File: config.mk
export PLATFORM = sky130hd
export DESIGN_NAME = life_mem
export DESIGN_NICKNAME = d
export VERILOG_FILES = /design/src/hdl/life_pkg.sv /design/src/hdl/life_mem.sv
export SDC_FILE = /design/constraint.sdc
export NUM_CORES = 2
export LEC_CHECK = 0
export ABC_CLOCK_PERIOD_IN_PS = 8310
export BUFFER_PORTS_ARGS = -buffer_cell sky130_fd_sc_hd__clkbuf_2
export CAP_MARGIN = 10
export CORE_ASPECT_RATIO = 0.6
export CORE_MARGIN = 5
export CORE_UTILIZATION = 63
export CTS_CLUSTER_DIAMETER = 40
export DETAILED_ROUTE_END_ITERATION = 8
export PLACE_DENSITY_LB_ADDON = 0.12
export SYNTH_ARGS = -nofsm -noshare
export SYNTH_HDL_FRONTEND = slang
export SYNTH_SLANG_ARGS = --single-unit
File: constraint.sdc
create_clock -name i_clk -period 8.31 [get_ports i_clk]
set_clock_uncertainty 0.15 [all_clocks]
set_input_delay 0.4155 -clock i_clk [delete_from_list [all_inputs] [get_ports i_clk]]
set_output_delay 0.4155 -clock i_clk [all_outputs]
set_load 0.01 [all_outputs]
File: src/hdl/life_pkg.sv
// Shared types and constants for the life automaton generation block.
package life_pkg;

    localparam logic [1:0] ACT_WRITE = 2'd0;
    localparam logic [1:0] ACT_STEP  = 2'd1;
    localparam logic [1:0] ACT_READ  = 2'd2;

    // B3/S23: born on exactly three, kept on two or three
    localparam logic [3:0] LIVE_BIRTH = 4'd3;
    localparam logic [3:0] LIVE_KEEP  = 4'd2;

    typedef struct packed {
        logic rd_en;
        logic wr_en;
    } t_mem_ctl;

endpackage

File: src/hdl/life_mem.sv
// Grid store: one row of cells per word, with per-row valid bits cleared at reset.
module life_mem #(
    parameter int ROWS = 64,
    parameter int COLS = 64
) (
    input  logic                       i_clk,
    input  logic                       i_rst_n,
    input  life_pkg::t_mem_ctl         i_ctl,
    input  logic [$clog2(ROWS)-1:0]    i_raddr,
    input  logic [$clog2(ROWS)-1:0]    i_waddr,
    input  logic [COLS-1:0]            i_wdata,
    output logic [COLS-1:0]            o_rdata
);

    logic [COLS-1:0] r_mem [ROWS];
    logic [ROWS-1:0] r_valid;
    logic [COLS-1:0] r_rdata;
    logic            r_rvalid;

    always_ff @(posedge i_clk) begin
        if (i_ctl.wr_en) begin
            r_mem[i_waddr] <= i_wdata;
        end
        if (i_ctl.rd_en) begin
            r_rdata <= r_mem[i_raddr];
        end
    end

    always_ff @(posedge i_clk) begin
        if (!i_rst_n) begin
            r_valid  <= '0;
            r_rvalid <= 1'b0;
        end else begin
            if (i_ctl.wr_en) begin
                r_valid[i_waddr] <= 1'b1;
            end
            if (i_ctl.rd_en) begin
                r_rvalid <= r_valid[i_raddr];
            end
        end
    end

    // a row never written since reset reads as all dead
    assign o_rdata = r_rvalid ? r_rdata : '0;

endmodule

==> results_dict.tcl <==
set metrics [dict create \
    drt_iter0_drc 13008 \
    max_freq_ghz 0.292 \
    ys_warn_count 0 \
    power_density_nw_per_um2 243 \
    combPwrFrac_pct 4.4 \
    syn_nets 6400 \
    cts_sinks 4225 \
    netlist_area_um2 160000 \
    row_count 143 \
    synth_xor_xnor_area_share_pct 0 \
    dr.pass1.iters 5 \
    synth_top_cell_by_area "edfxtp_1" \
    clkSlewWorstSetupHoldPaths_ps 70 \
    yosysSeqAreaShare_pct 79.1 \
    endpoint_kind "flip-flop" \
    clk_latency_ps 910 \
    dp_hpwl_mm 214 \
    hold_viol 0 \
    drt-total-wl_mm 436 \
    slew_violations 0 \
    grt_max_degree 142 \
    synth_seq_cells 4225 \
    cp_data_arrival_time_ps 3800 \
    synth_cells 6320 \
    p_sw_uw 9000 \
    p_leak_uw 0.0551 \
    pin_count 144 \
    start_util_pct 63.2 \
    swShare_pct 20.8 \
    required_ps 8690 \
    die_h_um 400 \
    r2r_slack_ps 5890 \
    area_delta_synth_final_pct 11.6 \
    grt_overflow 0 \
    portBuffers 143 \
    hold_class "in2reg" \
    cts.repair.resized 0 \
    syn_area_per_cell_um2 25.2 \
    finish.utilization_pct 70.5 \
    yosys.area_share.simple_pct 0.749 \
    die_x_um 660 \
    finalCriticalPeriod_ps 3420 \
    min_period_over_period_pct 41.1 \
    dieArea_um2 264000 \
    cts_tree "yes" \
    setup-tns-final_ps 0 \
    p_clk_share_pct 40.7 \
    cp-start-kind "primary input" \
    internal-power_uw 34200 \
    layout.nets 6789 \
    synth_compound_area_share_pct 0.989 \
    drc_errors 0 \
    outcome "completed" \
    slew_headroom_pct 13.9 \
    final_layout_size_suffix_gt1_share_pct 32.3 \
    synthAdderAreaFrac_pct 0 \
    synthTopCellsByArea "edfxtp_1, mux4_2, dfxtp_1" \
    numCtsBuffers 383 \
    rsz0062_at_grt "no" \
    crit_fanout 19 \
    antenna_found_initial 32 \
    postCtsSetupBuffers 0 \
    place.gp.congestion 0.786 \
    viasPerCell 7.35 \
    crit_type "in2reg" \
    track_usage_pct 33.4 \
    drt-wirelength-per-cell_um 41.7 \
    seq_power_share_pct 54.9 \
    cts_buffer_depth 4 \
    core_um2 253000 \
    drv_cap 0 \
    synth_top_family_by_area "multiplexers" \
    synth_cell_types 30 \
    cts_hold_buffers 3 \
    grt_pass1_vias 73938 \
    finalSetupViolations 0 \
    ant_nets 0 \
    grt_pass1_wl_mm 600 \
    worst_slew_pin_slew_ps 1290 \
    synth.top_cell.area_share_pct 78.3 \
    via_count 76875 \
    ir_drop_v 0.000200 \
    clock-root-buffer "clkbuf_16" \
    synth_mux_area_share_pct 18.2 \
    cts_max_level 5 \
]
flip-flops by register name (all words and copies together) (netlist names):
name      count
r_mem      4096
r_rdata      64
r_rvalid      1
r_valid      64
power by group through the flow:
stage                     combinational (uW)  clock, uW  sequential [uW]
after floorplan                         1140          0            24100
after global placement                  1840          0            24200
after detailed placement                1880          0            24200
after CTS                               1890      17700            23700
after global routing                    2000      18700            23700
final                                   1900      17600            23700
synthesized netlist by cell type:
cell	number
edfxtp_1	4160
mux4_2	1290
clkbuf_1	188
a22oi_1	131
buf_2	109
nand2_1	72
and2_1	65
dfxtp_1	65
nor2_1	64
o21a_1	64
buf_1	37
nor2b_1	16
nand2b_1	10
nand3_1	10
a2111oi_0	6
buf_4	4
mux2_2	4
nor3_1	4
buf_6	3
nand4_1	3
a211oi_1	2
mux2i_1	2
nor4_1	2
o21ai_0	2
o22ai_1	2
a311oi_1	1
a31oi_1	1
a41oi_1	1
nand3b_1	1
or3_1	1
area by class of cell:
cell class / instances / area, um^2
clock inverters: 226 / 2170
well taps: 3407 / 4260
diodes: 32 / 80.1
clock buffers: 466 / 10200
flip-flops and latches: 4225 / 126000
repair buffers: 345 / 2760
multi-input cells: 1754 / 32400
fillers: 14479 / 74600
cells in the final DEF (no fill, tap or decap), types with 6 or more instances in the layout:
| cell type | n |
|---|---|
| nor2b_1 | 14 |
| a22oi_1 | 131 |
| clkinv_2 | 56 |
| clkbuf_16 | 394 |
| and2_1 | 64 |
| clkbuf_2 | 138 |
| o21a_1 | 64 |
| bufinv_16 | 33 |
| clkinv_4 | 14 |
| nand2_1 | 72 |
| edfxtp_1 | 4160 |
| clkinv_1 | 62 |
| diode_2 | 32 |
| clkbuf_8 | 6 |
| nand3_1 | 10 |
| a2111oi_0 | 6 |
| nand2b_1 | 10 |
| dfxtp_1 | 64 |
| inv_6 | 22 |
| buf_4 | 160 |
| dlygate4sd3_1 | 7 |
| mux4_2 | 1290 |
| clkbuf_1 | 66 |
| clkinvlp_4 | 31 |
| buf_12 | 36 |
| nor2_4 | 61 |
final timing paths:
check / startpoint / end / cells after the start
setup / recovery: i_waddr[0] / r_mem[59][51] / 6
hold / removal: i_wdata[33] / r_mem[59][33] / 1
setup reg to reg: r_mem[39][41] / r_rdata[41] / 4
hold reg to reg: r_valid[16] / r_valid[16] / 1
stage by stage:
stage          setup slack, ps  power, uW  hold WS (ps)  area, um^2  cells
6_report                  4890      43200           123      178000  10455
5_1_grt                   4890      44400           136      178000  10424
4_1_cts                   5030      43300           137      178000  10413
3_5_place_dp              4070      26100           297      165000   9718
3_3_place_gp              4120      26000           288      165000   9717
2_1_floorplan             2300      25200           283      160000   6320
cell families (layout without fill, tap and decap cells):
family,count (synthesis),after routing
AO/OA/AOI/OAI,210,210
other,0,32
AND/OR/NAND/NOR,248,248
multiplexers,1296,1296
buffers and inverters,341,1037
flip-flops,4225,4225
per-layer routing:
layer | wire [um] | track usage [%]
met5 | 108 | 0
met4 | 15600 | 10.6
met3 | 61700 | 9.05
met2 | 193000 | 47.7
met1 | 165000 | 51.7
critical path: stages:
cell	delay, ps
clkbuf_2	300
nor2b_1	250
nand3_1	480
nor2_4	1020
buf_4	670
buf_4	570
Power figures use the tool's default switching activity.
