[src/hdl/life_pkg.sv]
// Shared types and constants for the life automaton generation block.
package life_pkg;

    localparam logic [1:0] ACT_WRITE = 2'd0;
    localparam logic [1:0] ACT_STEP  = 2'd1;
    localparam logic [1:0] ACT_READ  = 2'd2;

    // B3/S23: born on exactly three, kept on two or three
    localparam logic [3:0] LIVE_BIRTH = 4'd3;
    localparam logic [3:0] LIVE_KEEP  = 4'd2;

    typedef struct packed {
        logic rd_en;
        logic wr_en;
    } t_mem_ctl;

endpackage

[src/hdl/life_cell.sv]
// One column cell: holds a three-row window of its column and applies the B3/S23 rule.
module life_cell (
    input  logic       i_clk,
    input  logic       i_clear,
    input  logic       i_shift,
    input  logic       i_down,
    input  logic [1:0] i_left_vsum,
    input  logic [1:0] i_right_vsum,
    output logic [1:0] o_vsum,
    output logic       o_next
);

    logic       r_up;
    logic       r_mid;
    logic       n_up;
    logic       n_mid;
    logic [3:0] w_cnt;

    always_comb begin
        n_up  = r_up;
        n_mid = r_mid;
        if (i_clear) begin
            n_up  = 1'b0;
            n_mid = 1'b0;
        end else if (i_shift) begin
            n_up  = r_mid;
            n_mid = i_down;
        end
    end

    always_ff @(posedge i_clk) begin
        r_up  <= n_up;
        r_mid <= n_mid;
    end

    // column sum handed to both neighbors
    assign o_vsum = {1'b0, r_up} + {1'b0, r_mid} + {1'b0, i_down};

    assign w_cnt = {2'b00, i_left_vsum} + {2'b00, i_right_vsum}
                 + {3'b000, r_up} + {3'b000, i_down};

    assign o_next = (w_cnt == life_pkg::LIVE_BIRTH)
                 || (r_mid && (w_cnt == life_pkg::LIVE_KEEP));

endmodule

[config.mk]
export PLATFORM = sky130hd
export DESIGN_NAME = life_cell
export DESIGN_NICKNAME = d
export VERILOG_FILES = /design/src/hdl/life_pkg.sv /design/src/hdl/life_cell.sv
export SDC_FILE = /design/constraint.sdc
export NUM_CORES = 1
export LEC_CHECK = 0
export ABC_AREA = 1
export BUFFER_PORTS_ARGS = -buffer_cell sky130_fd_sc_hd__buf_2
export CAP_MARGIN = 20
export CORE_AREA = 2 2 39 41
export DETAILED_ROUTE_END_ITERATION = 16
export DIE_AREA = 0 0 41 43
export SETUP_SLACK_MARGIN = 0.1
export SYNTH_ARGS = -nofsm -noshare
export SYNTH_HDL_FRONTEND = slang
export SYNTH_SLANG_ARGS = --single-unit
export TNS_END_PERCENT = 1
[constraint.sdc]
create_clock -name i_clk -period 2.3 [get_ports i_clk]
set_clock_uncertainty 0.2 [all_clocks]
set_input_delay 0 -clock i_clk [delete_from_list [all_inputs] [get_ports i_clk]]
set_output_delay 0 -clock i_clk [all_outputs]
set_load 0.1 [all_outputs]
==> results of run 1 <==
[logic make-up after synthesis]
logic type | after synthesis | share of synthesized area
AND/OR/NAND/NOR | 8 | 0.1605
adder cells (fa/ha/maj) | 6 | 0.4815
buffers and inverters | 4 | 0.07405
AO/OA/AOI/OAI | 3 | 0.08644
flip-flops | 2 | 0.1975
[where the power goes]
group | internal (mW) | switching, mW
logic | 0.0502 | 0.0955
registers | 0.0373 | 0.00133
clock network | 0.0576 | 0.0203
total | 0.145 | 0.117
[layout make-up]
| cell class | instances | area (um^2) | area share |
|---|---|---|---|
| multi-input cells | 17 | 166.4 | 0.4404 |
| repair buffers | 15 | 112.6 | 0.2980 |
| flip-flops and latches | 2 | 41.29 | 0.1093 |
| clock buffers | 3 | 22.52 | 0.05960 |
| well taps | 16 | 20.02 | 0.05298 |
| inverters | 4 | 15.01 | 0.03974 |
[through the flow]
stage | instance area (um^2) | TNS, ns | std cells
finish | 377.9 | 0 | 57
global route | 377.9 | -0.04279 | 57
CTS | 377.9 | 0 | 57
detailed placement | 307.8 | 0 | 49
global placement | 307.8 | 0 | 49
floorplan | 222.7 | 0 | 23
[cells in the mapped netlist]
cell	instances
nand2_1	3
nor2_1	3
dfxtp_1	2
inv_1	4
a21oi_1	2
fa_1	3
ha_1	3
nand3_1	2
a211oi_1	1
[sequential cells by signal (all words and copies together), names as in the netlist]
signal / flops
r_mid: 1
r_up: 1
[layer usage]
metal / share of wire / vias up / routed length [um]
met2: 0.49 / 13 / 223
met5: 0 / - / 0
met4: 0 / 0 / 0
li1: - / 112 / -
met1: 0.43 / 96 / 196
met3: 0.075 / 0 / 34
[worst max-delay path, cell delays in order (launching register included)]
cell     delay, ns
dfxtp_2       0.31
fa_1          0.44
ha_2          0.19
fa_1          0.49
nand3_2       0.09
a21oi_4       0.14
buf_12        0.19
[worst min path at each step]
| stage | from | endpoint | slack, ns | depth (start not counted) |
|---|---|---|---|---|
| floorplan | i_clear | r_up | -0.13 | 1 |
| global placement | i_clear | r_up | -0.02 | 2 |
| detailed placement | i_clear | r_up | -0.02 | 2 |
| CTS | i_clear | r_mid | 0.29 | 3 |
| global route | i_clear | r_mid | 0.31 | 3 |
| finish | i_clear | r_mid | 0.30 | 3 |
[what timing repair did]
action,in CTS,in global routing
hold buffers,4,0
pin swaps,0,0
endpoints found under the hold margin,2,0
setup buffers,1,0
setup endpoints to repair,1,1
==> impl_metrics.json, run 1 <==
{
  "status": "complete, no violations",
  "num_rows": 14,
  "cts_max_path_buffers": 2,
  "crit_start": "r_up",
  "final.setup.worst_slack_ns": 0.02235,
  "die_x_um": 41,
  "areaGrowthSynthToFinish_pct": 86.42,
  "htreeDepth": 1,
  "slew_headroom": 0.6761,
  "ir_drop_mv": 0.3797,
  "ys_seq_area_frac": 0.1975,
  "antenna_left": 0,
  "hp-class": "primary input to register",
  "grt_pass1_wl_um": 890,
  "layout_commonest_cell": "buf_2",
  "drt_pre_antenna_iters": 4,
  "grt_usage": 0.07366,
  "yosys.area.top_type": "fa_1",
  "num-nets-final": 57,
  "timing.rr.start": "r_up",
  "synth_cell_types": 9,
  "routed_wl_um": 454,
  "num_vias": 221,
  "vias_per_cell": 3.877,
  "clkSinkCount": 2,
  "reg2reg_to": "r_up",
  "grt_use_met3": 0.01571,
  "root_buffer": "clkbuf_4",
  "cts_tree": "done",
  "final-hold-violation-count": 0,
  "busiest_layer": "met2",
  "diodes": 0,
  "netlist_instances": 23,
  "rsz0062_at_grt": "true",
  "synth_area_leaders": "fa_1 30%, dfxtp_1 20%, ha_1 19%",
  "reg2reg_depth": 4,
  "dp_hpwl_um": 350,
  "grt_use_met1": 0.08170,
  "worstPathArrival_ns": 2.08,
  "synth_nets": 37,
  "path_class": "register to output port",
  "path_clk_slew_ns": 0.03,
  "ys_ff_latch": 2,
  "clk_latency_ns": 0.22,
  "worst_slew_pin_slew_ns": 0.4892,
  "drv_slew": 0,
  "netlist_area_um2": 202.7,
  "critPathRequiredTime_ns": 2.10,
  "drive_gt1_frac": 0.4390,
  "gp_congestion": 0.6398,
  "cp-end-kind": "output port",
  "yosys_warnings": 0,
  "cp-start-kind": "register",
  "power.total_mw": 0.2622,
  "post-place-ws_ns": 0.2307,
  "crit_end": "o_next",
  "route.detailed.drc": 0,
  "grt_start_max_net_pins": 5,
  "numCtsBuffers": 3,
  "fill_cells": 143,
  "coreArea_um2": 1384,
  "fp.dieH_um": 43,
  "drt-initial-drc-count": 7,
  "timing.hold.ws_ns": 0.2994,
  "start_util": 0.1465,
  "p_per_area_nw_per_um2": 693.9,
  "setup_viol": 0,
  "dieArea_um2": 1763,
  "wl_per_cell_um": 7.965,
  "antenna_found_initial": 0,
  "regToRegSetupSlack_ns": 0.83,
  "synth_top_area_share": 0.2963,
  "fin_crit_ns": 2.278,
  "critPathMaxFanout": 2,
  "portBuffers": 10,
  "final_cell_mix": "9 x buf_2, 4 x inv_1, 4 x dlygate4sd3_1",
  "met2_usage": 0.1219,
  "leakage_nw": 0.1814,
  "max_freq_ghz": 0.4391,
  "pin_count": 11,
  "overflow": 0,
  "maxCapViolCount": 0,
  "post_cts_resized": 0,
  "fin_crit_sh": 0.9903,
  "grt_pass1_vias": 251,
  "final_core_util": 0.2731,
  "syn-mean-instance-area_um2": 8.813
}
No activity file was read; power rests on OpenSTA's default activity.
==> run 2: changes to the inputs <==
ABC_AREA = not set   (was 1)
CAP_MARGIN = not set   (was 20)
CTS_CLUSTER_DIAMETER = 150   (was not set)
==> run 2 against run 1 <==
Hold slack worse by 0.0062 ns; largest power group unchanged; routed wire length is 2.9% lower; non-clock buffer count stayed put; worst setup slack worse by 0.0053 ns.
==> impl_metrics.json, run 2 <==
{
  "portBuffers": 10,
  "synth_cell_types": 9,
  "netlist_instances": 17,
  "coreArea_um2": 1384,
  "slew_headroom": 0.6780,
  "synthArstFlopShare": 0,
  "max_freq_ghz": 0.4380,
  "cts_max_path_buffers": 2,
  "numCtsBuffers": 3,
  "netlist_area_um2": 191.4,
  "status": "complete, no violations",
  "wl_per_cell_um": 8.647,
  "worst_slew_pin_slew_ns": 0.4863,
  "leakage_nw": 0.1717,
  "critPathRequiredTime_ns": 2.10,
  "synth_edf_count": 0,
  "clkSinkCount": 2,
  "num-nets-final": 51,
  "ir_drop_mv": 0.2695,
  "final-hold-violation-count": 0,
  "ys_ff_latch": 2,
  "fin_crit_ns": 2.283,
  "pin_count": 11,
  "num_rows": 14,
  "die_x_um": 41,
  "post-place-ws_ns": 0.2014,
  "syn-mean-instance-area_um2": 11.26,
  "start_util": 0.1383,
  "synth_flop_cell": "dfxtp_1",
  "yosys.area.top_type": "fa_1",
  "worstPathArrival_ns": 2.08,
  "cp-end-kind": "output port",
  "grt_start_max_net_pins": 5,
  "cp-start-kind": "register",
  "maxCapViolCount": 0,
  "clk_latency_ns": 0.22,
  "reg2reg_depth": 4,
  "drv_slew": 0,
  "p_per_area_nw_per_um2": 646.4,
  "ys_seq_area_frac": 0.2092,
  "num_vias": 194,
  "vias_per_cell": 3.804,
  "drive_gt1_frac": 0.5429,
  "synth_area_leaders": "fa_1 31%, dfxtp_1 21%, ha_1 20%",
  "power.total_mw": 0.2378,
  "grt_usage": 0.07855,
  "gp_congestion": 0.5552,
  "fp.dieH_um": 43,
  "fin_crit_sh": 0.9926,
  "dp_cells": 43,
  "route.detailed.drc": 0,
  "path_class": "register to output port",
  "cts_tree": "done",
  "final.setup.worst_slack_ns": 0.01702,
  "hold_depth": 3,
  "critPathMaxFanout": 2,
  "htreeDepth": 1,
  "dp_hpwl_um": 334.8,
  "overflow": 0,
  "grt_pass1_wl_um": 855,
  "layout_commonest_cell": "buf_2",
  "fin_cells": 51,
  "setup_viol": 0,
  "reg.largest.list": "r_mid (1), r_up (1)",
  "setup_tns_ns": 0,
  "antenna_found_initial": 0,
  "yosys_warnings": 0,
  "rsz0062_at_grt": "true",
  "grt_pass1_vias": 245,
  "dieArea_um2": 1763,
  "routed_wl_um": 441,
  "diodes": 0,
  "drt_pre_antenna_iters": 2,
  "path_clk_slew_ns": 0.03,
  "synth_top_area_share": 0.3137,
  "synth_nets": 31,
  "root_buffer": "clkbuf_4",
  "areaGrowthSynthToFinish_pct": 92.16,
  "hp-class": "primary input to register",
  "antenna_left": 0,
  "drt-initial-drc-count": 1,
  "synthTopCellsByCount": "3 x fa_1, 3 x ha_1",
  "final_cell_mix": "9 x buf_2, 4 x dlygate4sd3_1, 3 x clkbuf_4"
}
-- run 2: changes by cell type after synthesis --
cell / delta
mux2i_1: +2
nand3_1: -1
or2_0: +1
a211oi_1: -1
nor2_1: -1
inv_1: -4
nand2_1: -3
o21ai_0: +1
-- run 2: worst paths after layout --
path                  to     from  slack (ns)
hold / removal     r_mid  i_clear        0.29
hold reg to reg     r_up    r_mid        0.92
setup reg to reg    r_up     r_up        0.82
setup / recovery  o_next     r_up        0.02
-- run 2: area by class of cell --
class                           count  area (um^2)
Fill cell                         156         1016
Multi-Input combinational cell     15        171.4
Timing Repair Buffer               15        112.6
Sequential cell                     2        41.29
Clock buffer                        3        22.52
Tap cell                           16        20.02
-- run 2: what timing repair did --
item | 4_1_cts | 5_1_grt
setup endpoints to repair | 1 | 1
pin swaps | 1 | 0
resized for setup | 0 | 0
hold buffers | 4 | 0
buffers inserted | 1 | 0
endpoints found under the hold margin | 2 | 0
-- run 2: routing by layer --
layer,track usage,share of wire
met3,0.03141,0.070
met4,0.08000,0
met5,0,0
met1,0.05844,0.33
met2,0.1313,0.60
-- run 2: kinds of logic after synthesis --
| kind of cell | share of synthesized area |
|---|---|
| adder cells (fa/ha/maj) | 0.5098 |
| AND/OR/NAND/NOR | 0.09805 |
| AO/OA/AOI/OAI | 0.07841 |
| multiplexers | 0.1046 |
| flip-flops | 0.2092 |
-- run 2: per-stage QoR --
| stage | utilization | cell area [um^2] | hold slack, ns |
|---|---|---|---|
| 2_1_floorplan | - | 212.7 | -0.1350 |
| 3_3_place_gp | 0.2152 | 297.8 | -0.03338 |
| 3_5_place_dp | 0.2152 | 297.8 | -0.03083 |
| 4_1_cts | 0.2658 | 367.9 | 0.2752 |
| 5_1_grt | 0.2658 | 367.9 | 0.2966 |
| 6_report | 0.2658 | 367.9 | 0.2932 |
-- run 2: report_power, final --
part / total, mW / leakage, nW / internal, mW / switching (mW)
logic: 0.123 / 0.141 / 0.0445 / 0.0785
registers: 0.0385 / 0.0169 / 0.0368 / 0.00172
clock network: 0.0762 / 0.0138 / 0.0574 / 0.0188
-- run 2: worst max-delay path: stages (launching register included) --
cell and delay [ns]:
dfxtp_2 0.31, fa_1 0.43, ha_2 0.20, fa_2 0.53
o21ai_2 0.07, a21oi_4 0.13, buf_12 0.19
==> run 3: changes to the inputs <==
CELL_PAD_IN_SITES_DETAIL_PLACEMENT = 2   (was not set)
CELL_PAD_IN_SITES_GLOBAL_PLACEMENT = 2   (was not set)
PLACE_DENSITY_LB_ADDON = 0.1   (was not set)
==> run 3 against run 2 <==
Combinational power about the same; core utilization rose by 0.18 points; worst setup slack worse by 0.013 ns; cell area grew 0.68%; routed wire length rose by 14%; first-iteration DRC count stayed put; clock power fell by 2%.
==> impl_metrics.json, run 3 (synthesized netlist as in run 2, its figures left out) <==
{
  "status": "complete, no violations",
  "grt_usage": 0.08451,
  "clkSinkCount": 2,
  "fp.dieH_um": 43,
  "crit_cells": 6,
  "crit_slowest_cell": "fa_1",
  "die_x_um": 41,
  "routed_wl_um": 503,
  "final_cell_mix": "9 x buf_2, 4 x dlygate4sd3_1, 3 x clkbuf_4",
  "critPathTopFamily": "adder cells",
  "dieArea_um2": 1763,
  "rsz0062_at_grt": "true",
  "cp-start-kind": "register",
  "seqCellArea_um2": 41.29,
  "ir_drop_mv": 0.2355,
  "cp-end-kind": "output port",
  "wl_per_cell_um": 9.863,
  "coreArea_um2": 1384,
  "num-nets-final": 51,
  "antenna_left": 0,
  "holdPathEnd": "r_mid",
  "pin_count": 11,
  "leakage_nw": 0.1726,
  "fin_area_um2": 370.4,
  "route.detailed.drc": 0,
  "place_area_um2": 297.8,
  "reg2reg_to": "r_up",
  "post-place-ws_ns": 0.1873,
  "reg.largest.list": "r_mid (1), r_up (1)",
  "drive_gt1_frac": 0.5714,
  "antenna_found_initial": 0,
  "overflow": 0,
  "start_util": 0.1383,
  "grt_start_max_net_pins": 5,
  "cts_tree": "done",
  "vias_per_cell": 3.941,
  "layout_commonest_cell": "buf_2",
  "regToRegSetupSlack_ns": 0.82,
  "drv_slew": 0,
  "hp-class": "primary input to register",
  "grt_pass1_wl_um": 897,
  "diodes": 0,
  "fin_crit_sh": 0.9985,
  "hold_depth": 3,
  "setup_viol": 0,
  "numCtsBuffers": 3,
  "worstPathArrival_ns": 2.10,
  "worst_slew_pin_slew_ns": 0.4838,
  "grt_pass1_vias": 225,
  "path_buf_inv": 1,
  "fin_crit_ns": 2.296,
  "maxCapViolCount": 0,
  "critPathMaxFanout": 2,
  "htreeDepth": 1,
  "met2_usage": 0.1188,
  "timing.rr.start": "r_up",
  "hp-start": "i_clear",
  "areaGrowthSynthToFinish_pct": 93.46,
  "path_clk_slew_ns": 0.03,
  "final.setup.worst_slack_ns": 0.003552,
  "final-hold-violation-count": 0,
  "cts_max_path_buffers": 2,
  "slew_headroom": 0.6797,
  "multi_input_area_um2": 173.9,
  "num_vias": 201,
  "p_per_area_nw_per_um2": 646.2,
  "critPathRequiredTime_ns": 2.10,
  "grt_use_met3": 0.03141,
  "root_buffer": "clkbuf_4",
  "grt_use_met1": 0.08091,
  "critPathMaxStageDelay_ns": 0.43,
  "cp_cell_sequence": "fa_1 -> ha_2 -> fa_2 -> or2_4 -> a21oi_4 -> buf_12",
  "drt-initial-drc-count": 1,
  "fill_cells": 162,
  "reg2reg_depth": 4,
  "drt_pre_antenna_iters": 2,
  "max_freq_ghz": 0.4355,
  "clk_latency_ns": 0.22,
  "gp_congestion": 0.5881,
  "busiest_layer": "met2",
  "path_class": "register to output port",
  "portBuffers": 10,
  "num_rows": 14
}
-- run 3: how the worst max path moves through the flow --
stage / to / startpoint
after CTS: o_next / r_up
after floorplan: o_next / r_up
after global routing: o_next / r_up
after global placement: o_next / r_up
final: o_next / r_up
after detailed placement: o_next / r_up
-- run 3: power breakdown --
part / leakage [nW] / internal, mW / switching (mW) / total (mW)
logic: 0.142 / 0.0467 / 0.0795 / 0.126
clock network: 0.0138 / 0.0573 / 0.0171 / 0.0744
registers: 0.0169 / 0.0368 / 0.00195 / 0.0387
-- run 3: per-layer routing --
layer / wire length (um) / share of wire
met2: 298 / 0.59
met1: 175 / 0.35
met5: 0 / 0
met3: 20 / 0.040
met4: 8 / 0.016
-- run 3: per-stage QoR --
step,cells,power [mW],TNS (ns),util,hold WS (ns)
after global placement,43,0.1580,0,0.2152,-0.03128
final,51,0.2393,0,0.2676,0.2920
after floorplan,17,0.1280,0,-,-0.1350
after CTS,51,0.2470,-0.01827,0.2676,0.2835
after detailed placement,43,0.1592,0,0.2152,-0.02300
after global routing,51,0.2624,-0.06986,0.2676,0.3050
-- run 3: tightest hold or removal path: cells and delay by family --
family	cells	cell delay (ns)
AND/OR/NAND/NOR	1	0.04
buffers and inverters	2	0.63
-- run 3: layout make-up --
type / instances / area share
multi-input cells: 15 / 0.4696
flip-flops and latches: 2 / 0.1115
clock buffers: 3 / 0.06081
repair buffers: 15 / 0.3041
well taps: 16 / 0.05405
-- run 3: timing repair --
action / 4_1_cts / 5_1_grt
setup endpoints to repair: 1 / 1
endpoints found under the hold margin: 2 / 0
pin swaps: 1 / 0
cloned: 0 / 0
setup buffers: 1 / 0
resized for setup: 1 / 0
hold buffers: 4 / 0
